## config.mk

```make
export PLATFORM = sky130hd
export DESIGN_NAME = kwm_min_unit
export DESIGN_NICKNAME = d
export VERILOG_FILES = /design/src/rtl/kwm_pkg.sv /design/src/rtl/kwm_min_unit.sv
export SDC_FILE = /design/constraint.sdc
export NUM_CORES = 1
export LEC_CHECK = 0
export ABC_AREA = 1
export ABC_CLOCK_PERIOD_IN_PS = 6390
export BUFFER_PORTS_ARGS = -buffer_cell sky130_fd_sc_hd__buf_2
export CORE_ASPECT_RATIO = 0.6
export CORE_MARGIN = 4
export CORE_UTILIZATION = 52
export CTS_CLUSTER_SIZE = 8
export DETAILED_ROUTE_END_ITERATION = 16
export PLACE_DENSITY = 0.85
export SLEW_MARGIN = 25
export SYNTH_ARGS = -nofsm -noshare
export SYNTH_HDL_FRONTEND = slang
export SYNTH_SLANG_ARGS = --single-unit
```

## constraint.sdc

```tcl
create_clock -name clk -period 6.39 [get_ports clk]
set_input_delay 1.5975 -clock clk [delete_from_list [all_inputs] [get_ports clk]]
set_output_delay 1.5975 -clock clk [all_outputs]
set_load 0.02 [all_outputs]
```

## src/rtl/kwm_pkg.sv

```systemverilog
package kwm_pkg;

  localparam int NUM_LISTS   = 8;
  localparam int LIST_DEPTH  = 256;
  localparam int VAL_W       = 32;
  localparam int LIST_W      = $clog2(NUM_LISTS);
  localparam int POS_W       = (LIST_DEPTH > 1) ? $clog2(LIST_DEPTH) : 1;
  localparam int CNT_W       = $clog2(LIST_DEPTH + 1);
  localparam int STORE_DEPTH = NUM_LISTS * LIST_DEPTH;
  localparam int ADDR_W      = $clog2(STORE_DEPTH);

  // command codes
  localparam logic [1:0] OP_LOAD  = 2'd0;
  localparam logic [1:0] OP_POP   = 2'd1;
  localparam logic [1:0] OP_CLEAR = 2'd2;

  // status codes
  localparam logic [2:0] ST_LOADED  = 3'd0;
  localparam logic [2:0] ST_DROPPED = 3'd1;
  localparam logic [2:0] ST_POPPED  = 3'd2;
  localparam logic [2:0] ST_EMPTY   = 3'd3;
  localparam logic [2:0] ST_CLEARED = 3'd4;

  typedef struct packed {
    logic [1:0]              op;
    logic [2:0]              list_index;
    logic signed [VAL_W-1:0] value;
  } cmd_t;

  typedef struct packed {
    logic [2:0]              status;
    logic signed [VAL_W-1:0] merged_value;
    logic [2:0]              source_list;
  } result_t;

  // one head offered to the compare unit
  typedef struct packed {
    logic              vld;
    logic              ok;
    logic [LIST_W-1:0] idx;
  } cand_t;

  // running minimum held by the compare unit
  typedef struct packed {
    logic                    found;
    logic [LIST_W-1:0]       idx;
    logic signed [VAL_W-1:0] val;
  } best_t;

  function automatic logic [ADDR_W-1:0] list_addr(logic [LIST_W-1:0] k, logic [POS_W-1:0] p);
    return ADDR_W'(k) * ADDR_W'(LIST_DEPTH) + ADDR_W'(p);
  endfunction

endpackage

```

## src/rtl/kwm_min_unit.sv

```systemverilog
module kwm_min_unit (
  input  logic                     clk,
  input  logic                     rst,
  input  logic                     clr,
  input  kwm_pkg::cand_t           cand,
  input  logic [kwm_pkg::VAL_W-1:0] cand_val,
  output kwm_pkg::best_t           best
);
  import kwm_pkg::*;

  logic take;

  // strict less-than keeps the lowest list on ties
  assign take = cand.vld && cand.ok &&
                (!best.found || ($signed(cand_val) < $signed(best.val)));

  always_ff @(posedge clk) begin
    if (rst) begin
      best.found <= 1'b0;
    end else if (clr) begin
      best.found <= 1'b0;
    end else if (take) begin
      best.found <= 1'b1;
      best.idx   <= cand.idx;
      best.val   <= cand_val;
    end
  end

endmodule

```

**Word level (Yosys, flattened, before mapping)**

Index checks and enable logic that the tools add are counted.

- Flip-flop bits (word level): 36
- Input port bits: 40
- Output and inout bits: 36
- Logic and storage cells: 12

- Order comparisons: 1
- Bitwise gates (word level): 2
- Reductions and logical operators: 6

Operators by type and width:

| operator | number |
|---|---|
| $lt A32 B32 Y1 | 1 |
| $reduce_and A3 Y1 | 1 |
| $logic_and A1 B1 Y1 | 2 |
| $not A1 Y1 | 2 |
| $reduce_or A2 Y1 | 1 |
| $logic_not A1 Y1 | 1 |
| $logic_or A1 B1 Y1 | 1 |

**Depth between registers and ports, before layout**

- Depth in word-level cells: 4
- Gate-level depth with buffers: 15
- Depth with buffers taken out: 15

**Worst setup path after synthesis**

Ideal clock, no wire load.

- Path kind: in2reg
- Start: input port cand_val[31] in the netlist's numbering
- End: register best[0] in the netlist's numbering, enable pin
- Setup time: 0.428 ns
- Data arrival time: 4.035 ns
- Required time: 5.962 ns
- Path slack: 1.927 ns
- Stages on the path: 9
- Buffers on the path: 0
- Cells stage by stage: ha_1 a21oi_1 o21a_2 nand2_1 a21oi_1 nand3_1 nand2_1 nor2_1 nor2_1

- Word-level cells in the longest chain between the ends: 4

RTL lines:

| item | line | source |
|---|---|---|
| start: declaration | kwm_min_unit.sv:6 | `input logic [kwm_pkg::VAL_W-1:0] cand_val,` |
| $lt A32 B32 Y1 | kwm_min_unit.sv:15 | `(!best.found \|\| ($signed(cand_val) < $signed(best.val)));` |
| $logic_or A1 B1 Y1 | kwm_min_unit.sv:15 |  |
| $logic_and A1 B1 Y1 | kwm_min_unit.sv:14 | `assign take = cand.vld && cand.ok &&` |
| $reduce_and A3 Y1 (no line) | -- |  |
| end: declaration | kwm_min_unit.sv:7 | `output kwm_pkg::best_t best` |

No other way between the ends.
A chain may end at the register's enable or synchronous reset.

**Final worst setup path**

- Start: input port cand_val[15] in the netlist's numbering
- End: register best[25] in the netlist's numbering, enable pin

The elaborated chain is that of the path after synthesis.

==> results by group <==
Status
  • Status: finished, final reports clean

STA
  • Slew Limit Headroom: 35.1%
  • Final setup viols: 0
  • F_max: 0.270 GHz
  • Crit path time final: 3710 ps
  • Clock Skew: 9.30 ps
  • Tightest Pin Transition: 972 ps
  • Worst Slack Setup Final: 2680 ps
  • Final Max Slew Viols: 0
  • Tcrit/Tclk final: 58.0%
  • RSZ-0062 raised after global routing: no
  • Final hold violations: 0
  • Setup TNS: 0 ps

Worst setup path
  • Worst Path Arrival: 3610 ps
  • R2r worst-path depth: 12
  • Reg-to-reg startpoint: best[15]
  • CP max FO: 35
  • Crit end category: flip-flop
  • Critical Path RT: 6290 ps
  • Worst setup SP type: input pin
  • R2R Setup Slk: 3710 ps
  • Reg2reg end: best[25]
  • Kind of critical path: in2reg

Placement
  • IO Port Bufs: 75
  • Gpl congestion: 0.760
  • Dpl cells: 297
  • Setup WS pre-CTS: 2440 ps
  • HPWL Detailed: 3270 um

Min path
  • Hold Crit Start: best[35]
  • Worst hold endpoint: best[35]
  • Hold Path Depth: 2
  • Min-delay worst type: reg2reg

Detailed routing
  • Vias: 1,461
  • DRC violations left: 0
  • Wire length per cell: 13.3 um
  • Final WL: 4040 um
  • Drt first-iter violations: 59
  • Drt first pass iters: 4
  • Detail Route Antenna Nets: 0
  • Drt via density: 4.79

Power
  • P_leak: 1.27 nW
  • Power Density: 210 nW/um^2
  • Seq pwr share: 51.4%
  • Clk pwr share: 37.7%
  • VDD IR max: 0.216 mV
  • Cell Int Power: 0.404 mW
  • Net Sw Frac: 21.9%
  • Comb pwr share: 10.9%
  • Tot Pwr: 0.518 mW
  • P_sw: 0.113 mW

Synthesis
  • Syn_area_per_cell: 10.8 um^2
  • Syn. warnings: 0
  • Mapped Nets: 248
  • Seq/Total Area, Yosys: 55.8%
  • Synth area leader: edfxtp_1
  • Mapped Cells: 177
  • Yosys cell types: 16
  • Top cells by area, synth: edfxtp_1, ha_1, inv_1
  • Mapped Area: 1920 um^2
  • Synth Register Bits: 36
  • Yosys top cell area share: 54.8%

Finish
  • Nets: 330
  • Area Overhead vs Synth: 28.5%
  • Biggest regs: best: 36 flops
  • Layout cells sized above 1: 33.8%
  • Largest Register: best
  • Number of flip-flops in the largest register: 36
  • Most common cell after layout, fill and taps aside: buf_2
  • Most frequent cells in the layout: buf_2, inv_1, edfxtp_1, nand2_1, ha_1
  • Final std cells w/o fill: 305
  • N_diodes: 0
  • Utilization after layout: 72.5%

Global routing
  • Initial antenna violation count: 0
  • Vias in the first global route: 1,444
  • First-pass GRT wire length: 6290 um
  • Gr usage total: 17.9%
  • Grt ovf: 0
  • Pin count of the biggest net entering global routing: 36

Die
  • Initial Util: 56.4%
  • Vert. Die Dim: 55.1 um
  • Die Span X: 86.4 um
  • Placeable Area: 3400 um^2
  • Die footprint: 4760 um^2
  • Top-Level Pins: 76
  • Row cnt: 16

Clock tree
  • CTS clk-pin slew, worst paths: 70 ps
  • TritonCTS buffer count: 5
  • Max Root-Sink Buffers: 2
  • Clk Latency, worst-skew pair: 280 ps
  • Sink Count: 36
  • Post-CTS resize count: 0
  • Post-CTS repair timing setup buffer count: 0
  • CTS Hold Bufs: 0
  • TritonCTS clock tree: yes
  • Root buffer cell: clkbuf_8
  • CTS H-tree depth: 2

Run
  • Max-Cap Viols: 0
## layout make-up
class                   count  area (um^2)
clock inverters             2         35.0
fillers                   276          937
well taps                  45         56.3
clock buffers               6         72.6
flip-flops and latches     36         1070
inverters                  39          146
repair buffers             75          375
multi-input cells         102          709
## worst max-delay path by stage
stage / from / end / cells past startpoint
after global placement: cand_val[15] / best[21] / 12
after floorplan: cand_val[31] / best[0] / 9
after global routing: cand_val[15] / best[24] / 12
final: cand_val[15] / best[25] / 12
after detailed placement: cand_val[15] / best[0] / 12
after CTS: cand_val[15] / best[21] / 12
## power by group through the flow
stage          combinational, mW  sequential, mW  clock (mW)
3_3_place_gp              0.0538           0.271           0
3_5_place_dp              0.0568           0.271           0
4_1_cts                   0.0572           0.266       0.197
6_report                  0.0566           0.266       0.195
5_1_grt                   0.0651           0.266       0.210
2_1_floorplan             0.0252           0.277           0
## metal layers
layer / vias to the layer above / wire, um / track usage [%]
li1: 753 / - / -
met1: 640 / 1770 / 22.4
met2: 62 / 1750 / 28.8
met3: 6 / 480 / 7.54
met4: 0 / 40 / 5.44
met5: - / 0 / 0
## Yosys cell counts, drive strengths merged
library cell,count
inv,39
a21oi,16
o21ai,4
nand4,1
nand3,4
o21a,1
nor2,11
dfxtp,1
nor3,2
ha,31
nand2,32
edfxtp,35
## logic make-up (layout without fill, tap and decap cells)
| group | count (synthesis) | in the layout | share of synthesized area (%) |
|---|---|---|---|
| adder cells (fa/ha/maj) | 31 | 31 | 20.2 |
| buffers and inverters | 39 | 122 | 7.63 |
| AND/OR/NAND/NOR | 50 | 50 | 10.7 |
| flip-flops | 36 | 36 | 55.8 |
| AO/OA/AOI/OAI | 21 | 21 | 5.67 |
## metrics by stage
step	instance area, um^2	hold slack, ps
after floorplan	1920	538
after global placement	2360	468
after detailed placement	2360	481
after CTS	2470	494
after global routing	2470	528
final	2470	488
## worst max-delay path, cell delays in order
cell,delay (ps)
buf_2,110
ha_1,290
nand2_1,70
inv_1,50
nand3_1,80
nor3_1,220
nand2_1,90
nand2_1,70
nand2_1,60
a21oi_1,140
nor2_1,90
nor2_4,740
Power figures use the tool's default switching activity.
